<file path="config.mk">
export PLATFORM = sky130hd
export DESIGN_NAME = hamming_byte_stream_codec_flat
export DESIGN_NICKNAME = d
export VERILOG_FILES = /design/src/rtl/core/hbsc_pkg.sv /design/src/rtl/core/hbsc_if.sv /design/src/rtl/core/hamming_byte_stream_codec.sv /design/src/flat_wrapper.sv
export SDC_FILE = /design/constraint.sdc
export NUM_CORES = 1
export LEC_CHECK = 0
export BUFFER_PORTS_ARGS = -buffer_cell sky130_fd_sc_hd__buf_4
export CORE_UTILIZATION = 60
export CTS_CLUSTER_SIZE = 14
export DETAILED_ROUTE_END_ITERATION = 7
export PLACE_DENSITY = 0.79
export SYNTH_ARGS = -nofsm -noshare
export SYNTH_HDL_FRONTEND = slang
export SYNTH_SLANG_ARGS = --single-unit
</file>
<file path="constraint.sdc">
create_clock -name clk -period 14.8 [get_ports clk]
set_input_delay 2.96 -clock clk [delete_from_list [all_inputs] [get_ports clk]]
set_output_delay 2.96 -clock clk [all_outputs]
set_load 0.01 [all_outputs]
</file>
<file path="src/rtl/core/hbsc_pkg.sv">
// Shared types, constants and frame functions for the Hamming byte-stream codec.
package hbsc_pkg;

  localparam int OFFSET_BITS_DEFAULT = 32;
  localparam int FRAME_BITS = 40;
  localparam int WORD_BITS = 32;
  localparam int MAX_RESULTS = 5;

  localparam logic [1:0] KIND_DATA = 2'd0;
  localparam logic [1:0] KIND_REPORT = 2'd1;
  localparam logic [1:0] KIND_FAIL = 2'd2;

  localparam logic MODE_ENCODE = 1'b0;
  localparam logic MODE_DECODE = 1'b1;

  typedef struct packed {
    logic [1:0]  kind;
    logic [7:0]  data;
    logic [31:0] offset;
  } result_t;

  function automatic logic is_data_pos(input int p);
    logic pow2;
    pow2 = (p != 0) && ((p & (p - 1)) == 0);
    return (p >= 3) && (p <= 38) && !pow2;
  endfunction

  function automatic logic [FRAME_BITS-1:0] build_frame(input logic [WORD_BITS-1:0] w);
    logic [FRAME_BITS-1:0] f;
    logic par;
    int k;
    f = '0;
    k = WORD_BITS;
    for (int p = 3; p <= 38; p++) begin
      if (is_data_pos(p)) begin
        k = k - 1;
        f[FRAME_BITS-1-p] = w[k];
      end
    end
    for (int q = 1; q <= 32; q = q * 2) begin
      par = 1'b0;
      for (int p = 0; p < FRAME_BITS; p++) begin
        if ((p & q) != 0) begin
          par = par ^ f[FRAME_BITS-1-p];
        end
      end
      f[FRAME_BITS-1-q] = par;
    end
    return f;
  endfunction

  function automatic logic [5:0] syndrome(input logic [FRAME_BITS-1:0] f);
    logic [5:0] s;
    s = '0;
    for (int p = 0; p < FRAME_BITS; p++) begin
      if (f[FRAME_BITS-1-p]) begin
        s = s ^ 6'(p);
      end
    end
    return s;
  endfunction

  function automatic logic [FRAME_BITS-1:0] flip_mask(input logic [5:0] s);
    logic [FRAME_BITS-1:0] m;
    m = '0;
    for (int p = 1; p < FRAME_BITS; p++) begin
      m[FRAME_BITS-1-p] = (s == 6'(p));
    end
    return m;
  endfunction

  function automatic logic [WORD_BITS-1:0] extract_data(input logic [FRAME_BITS-1:0] f);
    logic [WORD_BITS-1:0] w;
    int k;
    w = '0;
    k = WORD_BITS;
    for (int p = 3; p <= 38; p++) begin
      if (is_data_pos(p)) begin
        k = k - 1;
        w[k] = f[FRAME_BITS-1-p];
      end
    end
    return w;
  endfunction

endpackage

</file>
<file path="src/rtl/core/hbsc_if.sv">
// Handshake interfaces for the input, result and configuration channels.
interface hbsc_item_if;
  logic       valid;
  logic       ready;
  logic [7:0] in_byte;
  logic       byte_present;
  logic       stream_end;

  modport source (output valid, in_byte, byte_present, stream_end, input ready);
  modport sink (input valid, in_byte, byte_present, stream_end, output ready);
endinterface

interface hbsc_result_if;
  logic        valid;
  logic        ready;
  logic [1:0]  kind;
  logic [7:0]  out_byte;
  logic [31:0] error_offset;
  logic        run_last;

  modport source (output valid, kind, out_byte, error_offset, run_last, input ready);
  modport sink (input valid, kind, out_byte, error_offset, run_last, output ready);
endinterface

interface hbsc_cfg_if;
  logic valid;
  logic ready;
  logic mode;

  modport source (output valid, mode, input ready);
  modport sink (input valid, mode, output ready);
endinterface

</file>
<file path="src/rtl/core/hamming_byte_stream_codec.sv">
// Top level of the Hamming byte-stream codec: input register, frame logic, result shift line.
// An input transfer is registered; once the result shift line is empty or its last result is
// transferring, the item's results are registered from the input register into the shift line.
// Results leave at one per cycle while the result sink is ready, so an item with up to five
// results holds the next item in the input register until its last result transfers.
// Throughput is set by the result shift line.
// Reset is synchronous and clears mode, gathered bytes, the byte count and the halt flag.
module hamming_byte_stream_codec #(
  parameter int OFFSET_BITS = hbsc_pkg::OFFSET_BITS_DEFAULT
) (
  input  logic          clk,
  input  logic          rst,
  hbsc_item_if.sink     item,
  hbsc_result_if.source result,
  hbsc_cfg_if.sink      cfg
);

  logic                                mode;
  logic [hbsc_pkg::FRAME_BITS-1:0]     gather;
  logic [2:0]                          gather_cnt;
  logic [OFFSET_BITS-1:0]              processed;
  logic                                halted;

  logic                                item_valid;
  logic [7:0]                          item_byte;
  logic                                item_present;
  logic                                item_end;

  hbsc_pkg::result_t                   ent [hbsc_pkg::MAX_RESULTS];
  logic [2:0]                          rem;

  logic                                load;
  logic                                out_xfer;

  logic                                act;
  logic [hbsc_pkg::FRAME_BITS-1:0]     g1;
  logic [2:0]                          c1;
  logic                                hdr_bad;
  logic                                enc_full;
  logic                                dec_full;
  logic [5:0]                          syn;
  logic                                syn_bad;
  logic [hbsc_pkg::WORD_BITS-1:0]      enc_word;
  logic [hbsc_pkg::FRAME_BITS-1:0]     enc_frame;
  logic [hbsc_pkg::WORD_BITS-1:0]      dec_word;
  logic                                do_enc;
  logic                                do_dec;
  logic                                fail;
  logic                                report;

  logic [OFFSET_BITS:0]                off_sum;
  logic [OFFSET_BITS-1:0]              off_sat;
  logic [31:0]                         off32;
  logic [OFFSET_BITS:0]                proc_sum;
  logic [OFFSET_BITS-1:0]              proc_sat;

  hbsc_pkg::result_t                   res_next [hbsc_pkg::MAX_RESULTS];
  logic [2:0]                          n_next;
  logic [hbsc_pkg::FRAME_BITS-1:0]     gather_next;
  logic [2:0]                          gather_cnt_next;
  logic [OFFSET_BITS-1:0]              processed_next;
  logic                                halted_next;

  assign out_xfer = result.valid && result.ready;
  assign load = item_valid && ((rem == 3'd0) || (out_xfer && (rem == 3'd1)));
  assign item.ready = !item_valid || load;
  assign cfg.ready = 1'b1;

  assign result.valid = (rem != 3'd0);
  assign result.kind = ent[0].kind;
  assign result.out_byte = ent[0].data;
  assign result.error_offset = ent[0].offset;
  assign result.run_last = (rem == 3'd1);

  assign off_sum = {1'b0, processed} + (OFFSET_BITS + 1)'(syn[5:3]);
  assign off_sat = off_sum[OFFSET_BITS] ? '1 : off_sum[OFFSET_BITS-1:0];
  assign proc_sum = {1'b0, processed} + (OFFSET_BITS + 1)'(5);
  assign proc_sat = proc_sum[OFFSET_BITS] ? '1 : proc_sum[OFFSET_BITS-1:0];

  generate
    if (OFFSET_BITS > 32) begin : g_off_wide
      assign off32 = (|off_sat[OFFSET_BITS-1:32]) ? 32'hFFFF_FFFF : off_sat[31:0];
    end else begin : g_off_narrow
      assign off32 = 32'(off_sat);
    end
  endgenerate

  always_comb begin
    act = item_valid && !halted;
    g1 = item_present ? {gather[31:0], item_byte} : gather;
    c1 = item_present ? gather_cnt + 3'd1 : gather_cnt;
    hdr_bad = (mode == hbsc_pkg::MODE_DECODE) && item_present &&
              (((gather_cnt == 3'd0) && item_byte[7]) ||
               ((gather_cnt == 3'd4) && item_byte[0]));
    enc_full = (mode == hbsc_pkg::MODE_ENCODE) && item_present && (c1 == 3'd4);
    dec_full = (mode == hbsc_pkg::MODE_DECODE) && item_present && (c1 == 3'd5);
    syn = hbsc_pkg::syndrome(g1);
    syn_bad = syn[5] && (syn[4] || syn[3]);
    case (c1)
      3'd1:    enc_word = {g1[7:0], 24'h0};
      3'd2:    enc_word = {g1[15:0], 16'h0};
      3'd3:    enc_word = {g1[23:0], 8'h0};
      default: enc_word = g1[31:0];
    endcase
    enc_frame = hbsc_pkg::build_frame(enc_word);
    dec_word = hbsc_pkg::extract_data(g1 ^ hbsc_pkg::flip_mask(syn));

    do_enc = act && (mode == hbsc_pkg::MODE_ENCODE) &&
             (enc_full || (item_end && (c1 != 3'd0)));
    fail = act && (mode == hbsc_pkg::MODE_DECODE) &&
           (hdr_bad || (dec_full && syn_bad) || (!dec_full && item_end && (c1 != 3'd0)));
    do_dec = act && dec_full && !hdr_bad && !syn_bad;
    report = do_dec && (syn != 6'd0);

    for (int i = 0; i < hbsc_pkg::MAX_RESULTS; i++) begin
      res_next[i] = '{kind: hbsc_pkg::KIND_DATA, data: 8'h0, offset: 32'h0};
    end
    n_next = 3'd0;
    if (do_enc) begin
      for (int i = 0; i < hbsc_pkg::MAX_RESULTS; i++) begin
        res_next[i].data = enc_frame[hbsc_pkg::FRAME_BITS-1-8*i -: 8];
      end
      n_next = 3'd5;
    end else if (fail) begin
      res_next[0].kind = hbsc_pkg::KIND_FAIL;
      n_next = 3'd1;
    end else if (do_dec) begin
      if (report) begin
        res_next[0].kind = hbsc_pkg::KIND_REPORT;
        res_next[0].offset = off32;
        for (int i = 0; i < 4; i++) begin
          res_next[i+1].data = dec_word[hbsc_pkg::WORD_BITS-1-8*i -: 8];
        end
        n_next = 3'd5;
      end else begin
        for (int i = 0; i < 4; i++) begin
          res_next[i].data = dec_word[hbsc_pkg::WORD_BITS-1-8*i -: 8];
        end
        n_next = 3'd4;
      end
    end

    gather_next = gather;
    gather_cnt_next = gather_cnt;
    processed_next = processed;
    halted_next = halted || fail;
    if (act) begin
      if (do_enc || do_dec || fail || item_end) begin
        gather_next = '0;
        gather_cnt_next = 3'd0;
      end else begin
        gather_next = g1;
        gather_cnt_next = c1;
      end
      if (!fail) begin
        if (item_end) begin
          processed_next = '0;
        end else if (do_dec) begin
          processed_next = proc_sat;
        end
      end
    end
  end

  always_ff @(posedge clk) begin
    if (rst) begin
      mode <= hbsc_pkg::MODE_ENCODE;
      gather <= '0;
      gather_cnt <= 3'd0;
      processed <= '0;
      halted <= 1'b0;
      item_valid <= 1'b0;
      rem <= 3'd0;
    end else begin
      if (item.valid && item.ready) begin
        item_valid <= 1'b1;
        item_byte <= item.in_byte;
        item_present <= item.byte_present;
        item_end <= item.stream_end;
      end else if (load) begin
        item_valid <= 1'b0;
      end
      if (load) begin
        gather <= gather_next;
        gather_cnt <= gather_cnt_next;
        processed <= processed_next;
        halted <= halted_next;
        rem <= n_next;
        for (int i = 0; i < hbsc_pkg::MAX_RESULTS; i++) begin
          ent[i] <= res_next[i];
        end
      end else if (out_xfer) begin
        rem <= rem - 3'd1;
        for (int i = 0; i < hbsc_pkg::MAX_RESULTS - 1; i++) begin
          ent[i] <= ent[i+1];
        end
      end
      if (cfg.valid && cfg.ready) begin
        mode <= cfg.mode;
        gather <= '0;
        gather_cnt <= 3'd0;
      end
    end
  end

`ifndef SYNTHESIS
  a_rem_bound: assert property (@(posedge clk) disable iff (rst) rem <= 3'd5)
    else $error("Result count exceeds five.");
  a_cnt_bound: assert property (@(posedge clk) disable iff (rst) gather_cnt <= 3'd4)
    else $error("Gathered byte count exceeds four.");
  a_halt_sticky: assert property (@(posedge clk) disable iff (rst) halted |=> halted)
    else $error("Halt flag cleared without reset.");
  a_fail_last: assert property (@(posedge clk) disable iff (rst)
    result.valid && (result.kind == hbsc_pkg::KIND_FAIL) |-> result.run_last)
    else $error("Codeword error is not the last result of its item.");
  a_offset_zero: assert property (@(posedge clk) disable iff (rst)
    result.valid && (result.kind != hbsc_pkg::KIND_REPORT) |-> (result.error_offset == 32'h0))
    else $error("Nonzero offset on a result that is not an error report.");
`endif

endmodule

</file>
<file path="src/flat_wrapper.sv">
// flat-port wrapper written by rule: the top's interface ports become plain ports
module hamming_byte_stream_codec_flat 
#(
  parameter int OFFSET_BITS = hbsc_pkg::OFFSET_BITS_DEFAULT
)
  (clk, rst, item_valid, item_in_byte, item_byte_present, item_stream_end, item_ready, result_valid, result_kind, result_out_byte, result_error_offset, result_run_last, result_ready, cfg_valid, cfg_mode, cfg_ready);
  hbsc_item_if item_i ();
  hbsc_result_if result_i ();
  hbsc_cfg_if cfg_i ();
  input  logic clk;
  input  logic rst;
  input wire logic [$bits(item_i.valid)-1:0] item_valid;
  input wire logic [$bits(item_i.in_byte)-1:0] item_in_byte;
  input wire logic [$bits(item_i.byte_present)-1:0] item_byte_present;
  input wire logic [$bits(item_i.stream_end)-1:0] item_stream_end;
  output wire logic [$bits(item_i.ready)-1:0] item_ready;
  output wire logic [$bits(result_i.valid)-1:0] result_valid;
  output wire logic [$bits(result_i.kind)-1:0] result_kind;
  output wire logic [$bits(result_i.out_byte)-1:0] result_out_byte;
  output wire logic [$bits(result_i.error_offset)-1:0] result_error_offset;
  output wire logic [$bits(result_i.run_last)-1:0] result_run_last;
  input wire logic [$bits(result_i.ready)-1:0] result_ready;
  input wire logic [$bits(cfg_i.valid)-1:0] cfg_valid;
  input wire logic [$bits(cfg_i.mode)-1:0] cfg_mode;
  output wire logic [$bits(cfg_i.ready)-1:0] cfg_ready;
  assign item_i.valid = item_valid;
  assign item_i.in_byte = item_in_byte;
  assign item_i.byte_present = item_byte_present;
  assign item_i.stream_end = item_stream_end;
  assign item_ready = item_i.ready;
  assign result_valid = result_i.valid;
  assign result_kind = result_i.kind;
  assign result_out_byte = result_i.out_byte;
  assign result_error_offset = result_i.error_offset;
  assign result_run_last = result_i.run_last;
  assign result_i.ready = result_ready;
  assign cfg_i.valid = cfg_valid;
  assign cfg_i.mode = cfg_mode;
  assign cfg_ready = cfg_i.ready;
  hamming_byte_stream_codec #(.OFFSET_BITS(OFFSET_BITS)) u_core (.clk(clk), .rst(rst), .item(item_i), .result(result_i), .cfg(cfg_i));
endmodule
</file>
==> flow_summary.toml, run 1 <==
[critical_path]
required_ns = 14.98
crit_path_frequent_cell = "nor2_1"
cp-end-kind = "flip-flop"
cp_slowest_cell = "edfxtp_1"
critPathArrivalTime_ns = 6.77
start_kind = "flip-flop"
crit_chain = "buf_4, inv_2, mux2i_1, xnor2_1, xnor2_1, xnor3_1, inv_1, fa_1, nor2b_1, o2111ai_1, nor2_1, nand3_1, nor3_1, nand2_1, nor2_1, a41o_1, nor2_1"
critPathMaxFanout = 57
critPathMaxStageDelay_ns = 0.81
critical_path_class = "flip-flop to flip-flop"

[finish]
finalInstanceArea_um2 = 12880
nets = 1337
antennaDiodeCount = 0
drive_above_1_share = 0.1367
area_growth_pct = 5.656
layout_common_cells = "nor2_1 (121), nand2_1 (121), a21oi_1 (108)"

[grt]
grt_overflow = 0
grt_usage = 0.3428
antenna_found_initial = 0
grt_max_degree = 67
grt_pass1_vias = 9785
grt_pass1_wl_mm = 54.37

[timing]
worst_slack_ns = 8.205
tightest_slew_ns = 1.124
slew_headroom = 0.2289
grt_setup_unrepaired = "false"
totalNegativeSetupSlack_ns = 0
post-route-period-util = 0.4456
hold_viol = 0
period_minus_slack_ns = 6.595
slew_viol_final = 0
setup_viol = 0
fin_skew_ns = 0.01439
max_freq_ghz = 0.1516

[clocking]
hold_buffers = 0
postCtsSetupRepairBufs = 0
clk_latency_ns = 0.45
cts_buffer_depth = 2
htree_levels = 4
cts_sinks = 164
post_cts_resized = 0
cts_buffers = 17
tritoncts = "done"
path_clk_slew_ns = 0.07
cts.root.buffer_cell = "clkbuf_16"

[synthesis]
synth_edf_count = 84
syn-num-nets = 1388
synth_compound_area_frac = 0.1557
synth-simple-area-share = 0.1741
synth_top_family_by_area = "simple AND/OR/NAND/NOR gates"
yosysSeqAreaShare = 0.3383
synth-seq-cells = 164
synth_fa_ha_area_frac = 0.01088
ys_warn_count = 0
syn_inst = 1362
avgSynthCellArea_um2 = 8.950
synthXorXnorAreaFrac = 0.1573
synth_cell_types = 84
synth_top_flop_cell = "edfxtp_1"
netlist_area_um2 = 12190
muxShareOfSynthArea = 0.08878
async_flop_share = 0

[status]
status = "complete, no violations"

[route]
dr.first_iter.drc_count = 1331
vias = 10463
final_antenna_net_count = 0
wl_per_cell_um = 21.82
routed_wl_mm = 34.68
viasPerCell = 6.585
drt_pass1_iterations = 6
route.detailed.drc = 0

[placement]
place_congestion = 1.010
dp_hpwl_mm = 23.95
placed_area_um2 = 12290
portBuffers = 60
pre_cts_slack_ns = 8.281

[pwr]
power.density_nw_per_um2 = 112.7
power.leakage_nw = 4.811
vdd_ir_drop_max_v = 0.0001481

[flow_run]
drv_cap = 0

[die]
core_um2 = 19720
initial_core_util = 0.6182
dieArea_um2 = 20890
die_x_um = 144.5
die_h_um = 144.5
pin_count = 62
rows = 51

[hold_path]
hold_path_class = "flip-flop to flip-flop"
[sequential cells by signal, summed over array words and instances (netlist names)]
register / cells
u_core.ent: 74
u_core.gather: 39
u_core.processed: 32
u_core.item_byte: 8
u_core.gather_cnt: 3
u_core.rem: 3
u_core.halted: 1
u_core.item_end: 1
u_core.item_present: 1
u_core.item_valid: 1
u_core.mode: 1
[path summary, 6_finish.rpt]
path                  startpoint                end  slack [ns]  cells past startpoint
max          u_core.item_present  u_core.ent[0][22]        8.21                     17
min            u_core.gather[31]  u_core.gather[31]        0.46                      2
max reg2reg  u_core.item_present  u_core.ent[0][22]        8.21                     17
min reg2reg    u_core.gather[31]  u_core.gather[31]        0.46                      2
[cell type report]
class                   count  area [µm²]
fillers                  1584        6838
repair buffers             77       578.1
inverters                  21       78.83
flip-flops and latches    164        4124
multi-input cells        1030        7177
clock buffers              19       454.2
clock inverters            13       136.4
well taps                 265       331.6
[routing by layer]
layer	global-route usage	share of wire	vias to the layer above
met2	0.5471	0.46	597
met3	0.07616	0.092	111
met1	0.4439	0.40	4998
met5	0	0	-
met4	0.1524	0.045	0
li1	-	-	4757
[worst max-delay path, delay by kind of cell, from the launching register on]
kind | cells | cell delay [ns]
buf+inv | 3 | 1.51
mux | 1 | 0.51
simple gates | 7 | 1.58
xor+xnor | 3 | 0.99
fa+ha+maj | 1 | 0.50
compound gates | 2 | 0.39
flops | 1 | 0.81
[metrics by stage]
step	hold slack, ns	std cells	util	power [mW]
after floorplan	0.4294	1362	-	0.8987
after global placement	0.4347	1557	0.6233	0.9878
after detailed placement	0.4501	1557	0.6233	0.9951
after CTS	0.4603	1589	0.6532	1.445
after global routing	0.4834	1589	0.6532	1.506
final	0.4604	1589	0.6532	1.451
[power by group]
group,leakage (nW),internal (mW),switching [mW]
logic,3.08,0.154,0.279
registers,1.45,0.542,0.0222
clock network,0.289,0.247,0.207
total,4.81,0.942,0.509
[cell families (layout without fill, tap and decap cells)]
group | Yosys count | after routing
XOR/XNOR | 186 | 186
flip-flops | 164 | 164
multiplexers | 100 | 100
AND/OR/NAND/NOR | 441 | 441
AO/OA/AOI/OAI | 292 | 292
buffers and inverters | 168 | 130
other | 1 | 1
adder cells (fa/ha/maj) | 10 | 10
[cells in the mapped netlist, drive strengths merged, types with 11 or more instances]
library cell  count  area [µm²]
a22oi            11       82.58
or4              23       172.7
nand3            38       190.2
nor3             41       205.2
edfxtp           84        2522
o21ai            47       246.5
nor2            124       468.0
nand2           123       466.7
clkbuf           68       255.2
nand4            32       200.2
inv              21       78.82
mux2i            87       909.6
nor2b            12       75.07
a21oi           130       729.5
mux2             11       127.6
xnor3            15       337.8
a31oi            22       137.6
dfxtp            80        1602
xnor2            93       837.1
o221ai           11       96.34
xor2             75       671.9
buf              79       575.6
Note: power is estimated with default switching activity, not from simulation.
==> inputs of run 2 (changes only) <==
==> constraint.sdc (replaced) <==
create_clock -name clk -period 6.2 [get_ports clk]
set_input_delay 1.24 -clock clk [delete_from_list [all_inputs] [get_ports clk]]
set_output_delay 1.24 -clock clk [all_outputs]
set_load 0.01 [all_outputs]
==> run 2 against run 1 <==
Hold slack better by 0.0030 ns. Clock power up 130%. Maximum frequency up 22%. Final area up 1.0%. Non-clock buffer count up 17. Cell count up 1.1%. Critical path depth down 1. Register-to-register slack worse by 7.4 ns. Critical path type unchanged.
==> flow_summary.toml, run 2 (synthesis results as in run 1) <==
[clocking]
tritoncts = "done"
postCtsSetupRepairBufs = 0
cts_sinks = 164
htree_levels = 4
cts_buffers = 17
post_cts_resized = 0
cts.root.buffer_cell = "clkbuf_16"
cts_buffer_depth = 2
clk_latency_ns = 0.44
path_clk_slew_ns = 0.07
hold_buffers = 0

[finish]
antennaDiodeCount = 0
final_common_cell = "nor2_1"
regArea_um2 = 4124
largest_reg_flops = 74
fin_util = 0.6600
nets = 1354
multiInputGateArea_um2 = 7174
layout_common_cells = "nor2_1 (122), nand2_1 (121), a21oi_1 (108)"
drive_above_1_share = 0.1477
n_fill_cell = 1617
top_regs = "u_core.ent: 74 flops, u_core.gather: 39 flops, u_core.processed: 32 flops"
largest_register = "u_core.ent"
finalInstanceArea_um2 = 13010
area_growth_pct = 6.753

[route]
dr.first_iter.drc_count = 943
final_antenna_net_count = 0
routed_wl_mm = 35.55
vias = 10334
route.detailed.drc = 0
drt_pass1_iterations = 6
wl_per_cell_um = 22.13
viasPerCell = 6.435

[critical_path]
critPathMaxFanout = 36
required_ns = 6.49
cp-end-kind = "flip-flop"
reg2reg_from = "u_core.item_present"
critPathArrivalTime_ns = 5.70
critical_path_class = "flip-flop to flip-flop"
worstSetupStartpoint = "u_core.item_present"
start_kind = "flip-flop"

[pwr]
clockPowerShare = 0.306
power.leakage_nw = 4.889
power.switching_mw = 1.243
internal-power_mw = 2.217
pwr-share-comb = 0.305
seqPwrFrac = 0.389
vdd_ir_drop_max_v = 0.0003111
switching_share = 0.3592
power.density_nw_per_um2 = 265.9

[grt]
grt_pass1_wl_mm = 54.92
grt_overflow = 0
antenna_found_initial = 0
grt_usage = 0.3519
grt_max_degree = 53
grt_pass1_vias = 9660

[placement]
placed_area_um2 = 12440
place_congestion = 1.016
portBuffers = 60
dp_hpwl_mm = 25.49
pre_cts_slack_ns = 0.8296

[status]
status = "complete, no violations"

[timing]
slew_headroom = 0.2708
worst_slack_ns = 0.7901
hold_viol = 0
period_minus_slack_ns = 5.410
totalNegativeSetupSlack_ns = 0
fin_skew_ns = 0.009520
max_freq_ghz = 0.1848
slew_viol_final = 0
grt_setup_unrepaired = "false"
setup_viol = 0
tightest_slew_ns = 1.091
post-route-period-util = 0.8726

[die]
dieArea_um2 = 20890
die_h_um = 144.5
initial_core_util = 0.6182
core_um2 = 19720
rows = 51
die_x_um = 144.5
pin_count = 62

[hold_path]
min-delay-start = "u_core.gather[35]"
hold_path_class = "flip-flop to flip-flop"

[flow_run]
drv_cap = 0
-- run 2: worst paths after layout --
kind	depth (start not counted)	to	slack, ns
hold / removal	2	u_core.gather[35]	0.46
hold reg to reg	2	u_core.gather[35]	0.46
setup reg to reg	16	u_core.ent[0][1]	0.79
setup / recovery	16	u_core.ent[0][1]	0.79
-- run 2: critical path, cell delays in order (launching register included) --
cell and delay [ns]:
edfxtp_1 0.55, buf_4 0.49, mux2i_2 0.48, xnor3_1 0.55, xor2_2 0.24, inv_2 0.16, ha_1 0.18, inv_1 0.06
fa_1 0.40, nor2b_1 0.15, o2111ai_1 0.17, nor2_1 0.21, nand3_1 0.15, nor3_1 0.38, nand3_1 0.56, buf_12 0.36
a21oi_2 0.16
-- run 2: layer usage --
layer	up-vias	GRT usage	share of wire
met2	547	0.5622	0.46
met3	96	0.07616	0.086
met1	4908	0.4519	0.40
met4	0	0.1673	0.048
met5	-	0	0
li1	4783	-	-
-- run 2: layout make-up --
type	instances	share of cell area
tap	265	0.02548
clock buffer	18	0.03375
sequential	164	0.3169
clock inverter	14	0.01038
timing repair buffer	94	0.05615
multi-input combinational	1030	0.5513
inverter	21	0.006057
-- run 2: through the flow --
stage / total power, mW / std cells / hold WS, ns
after detailed placement: 2.402 / 1574 / 0.4519
after floorplan: 2.145 / 1362 / 0.4294
after global placement: 2.388 / 1574 / 0.4510
after global routing: 3.597 / 1606 / 0.4944
final: 3.460 / 1606 / 0.4635
after CTS: 3.451 / 1606 / 0.4651
-- run 2: power groups by stage --
stage               Combinational, mW  Sequential, mW  Clock, mW
floorplan                       0.789            1.36          0
global placement                 1.02            1.36          0
detailed placement               1.03            1.37          0
CTS                              1.04            1.35       1.06
global route                     1.13            1.36       1.11
finish                           1.06            1.34       1.06
==> inputs of run 3 (changes only) <==
--- a/config.mk
+++ b/config.mk
@@ -7,6 +7,7 @@
 export LEC_CHECK = 0
 export BUFFER_PORTS_ARGS = -buffer_cell sky130_fd_sc_hd__buf_4
 export CORE_UTILIZATION = 60
+export CTS_BUF_LIST = sky130_fd_sc_hd__clkbuf_4 sky130_fd_sc_hd__clkbuf_8
 export CTS_CLUSTER_SIZE = 14
 export DETAILED_ROUTE_END_ITERATION = 7
 export PLACE_DENSITY = 0.79
==> run 3 against run 2 <==
Setup slack worse by 0.022 ns. Sequential cell count unchanged. Clock-buffer cell count unchanged. Largest power group unchanged. Utilization down 0.97 points. Clock power decreased by 26%. Combinational power about the same. Register-to-register slack got worse by 0.02 ns. Critical endpoint unchanged. Total power fell by 7.9%. Clock skew rose by 0.0026 ns. Global-route usage fell by 0.19 points.
==> flow_summary.toml, run 3 (synthesis results as in run 1) <==
[route]
viasPerCell = 6.461
wl_per_cell_um = 22.00
final_antenna_net_count = 0
route.detailed.drc = 0
drt_pass1_iterations = 5
dr.first_iter.drc_count = 1110
routed_wl_mm = 35.33
vias = 10376

[pwr]
switching_share = 0.3784
clockPowerShare = 0.247
power.leakage_nw = 4.802
design_power_total_mw = 3.185
power.density_nw_per_um2 = 248.4
vdd_ir_drop_max_v = 0.0003095
seqPwrFrac = 0.422
pwr-share-comb = 0.331
power.switching_mw = 1.205
internal-power_mw = 1.980

[die]
dieArea_um2 = 20890
rows = 51
die_h_um = 144.5
pin_count = 62
core_um2 = 19720
die_x_um = 144.5
initial_core_util = 0.6182

[timing]
worst_slack_ns = 0.7682
post-route-period-util = 0.8761
slew_headroom = 0.2504
slew_viol_final = 0
fin_skew_ns = 0.01215
period_minus_slack_ns = 5.432
totalNegativeSetupSlack_ns = 0
setup_viol = 0
max_freq_ghz = 0.1841
hold_viol = 0
tightest_slew_ns = 1.122
grt_setup_unrepaired = "false"

[finish]
layout_common_cells = "nor2_1 (122), nand2_1 (121), a21oi_1 (108)"
fin_util = 0.6503
area_growth_pct = 5.183
largest_reg_flops = 74
drive_above_1_share = 0.1477
largest_register = "u_core.ent"
final_common_cell = "nor2_1"
nets = 1354
antennaDiodeCount = 0
top_regs = "u_core.ent: 74 flops, u_core.gather: 39 flops, u_core.processed: 32 flops"

[clocking]
hold_buffers = 0
htree_levels = 4
post_cts_resized = 0
clk_latency_ns = 0.49
postCtsSetupRepairBufs = 0
tritoncts = "done"
cts_sinks = 164
cts_buffers = 17
path_clk_slew_ns = 0.10
cts.root.buffer_cell = "clkbuf_8"
cts_buffer_depth = 2

[critical_path]
r2r_slack_ns = 0.77
start_kind = "flip-flop"
required_ns = 6.55
critPathMaxFanout = 36
critPathArrivalTime_ns = 5.78
cp-end-kind = "flip-flop"
critical_path_class = "flip-flop to flip-flop"

[grt]
antenna_found_initial = 0
grt_usage = 0.3500
grt_overflow = 0
grt_pass1_vias = 9634
grt_max_degree = 53
grt_pass1_wl_mm = 54.87

[placement]
place_congestion = 1.016
pre_cts_slack_ns = 0.8296
dp_hpwl_mm = 25.49
portBuffers = 60

[flow_run]
drv_cap = 0

[status]
status = "complete, no violations"

[hold_path]
hold_path_class = "flip-flop to flip-flop"
## run 3: cell counts in the layout (fill, tap and decap cells not counted)
No cell type changed its count.
## run 3: per-stage QoR
stage | instance area (µm²) | std cells | hold WS, ns
floorplan | 12190 | 1362 | 0.4294
global placement | 12440 | 1574 | 0.4510
detailed placement | 12440 | 1574 | 0.4519
CTS | 12820 | 1606 | 0.4693
global route | 12820 | 1606 | 0.4984
finish | 12820 | 1606 | 0.4667
## run 3: final cells by class
cell class / instances / area (µm²)
flip-flops and latches: 164 / 4124
clock inverters: 14 / 135.1
multi-input cells: 1030 / 7174
inverters: 21 / 78.83
fillers: 1645 / 6895
clock buffers: 18 / 247.7
repair buffers: 94 / 730.7
well taps: 265 / 331.6
## run 3: power by group through the flow
stage          combinational (mW)  clock (mW)  sequential (mW)
3_5_place_dp                 1.03           0             1.37
4_1_cts                      1.04       0.793             1.34
2_1_floorplan               0.789           0             1.36
6_report                     1.05       0.787             1.34
5_1_grt                      1.13       0.831             1.36
3_3_place_gp                 1.02           0             1.36
## run 3: worst paths after layout
check                      startpoint           endpoint  cells after the start
setup / recovery  u_core.item_present   u_core.ent[0][1]                     18
hold reg to reg     u_core.gather[36]  u_core.gather[36]                      2
setup reg to reg  u_core.item_present   u_core.ent[0][1]                     18
hold / removal      u_core.gather[36]  u_core.gather[36]                      2
## run 3: worst max-delay path, cell delays in order (launching register included)
cell and delay, ns:
edfxtp_1 0.56, buf_12 0.28, mux2i_1 0.48, xnor2_1 0.14, xnor2_1 0.24, xnor3_1 0.42
xor2_2 0.21, inv_2 0.16, ha_1 0.18, inv_1 0.05, fa_1 0.39, nor2b_1 0.15
o2111ai_1 0.17, nor2_1 0.22, nand3_1 0.15, nor3_1 0.37, nand3_1 0.56, buf_12 0.36
a21oi_2 0.16
## run 3: layer usage
| metal | global-route usage | wire [µm] | up-vias |
|---|---|---|---|
| met1 | 0.4575 | 14530 | 4952 |
| met3 | 0.05397 | 2760 | 98 |
| met2 | 0.5582 | 16360 | 553 |
| met5 | 0 | 0 | - |
| li1 | - | - | 4773 |
| met4 | 0.1839 | 1670 | 0 |
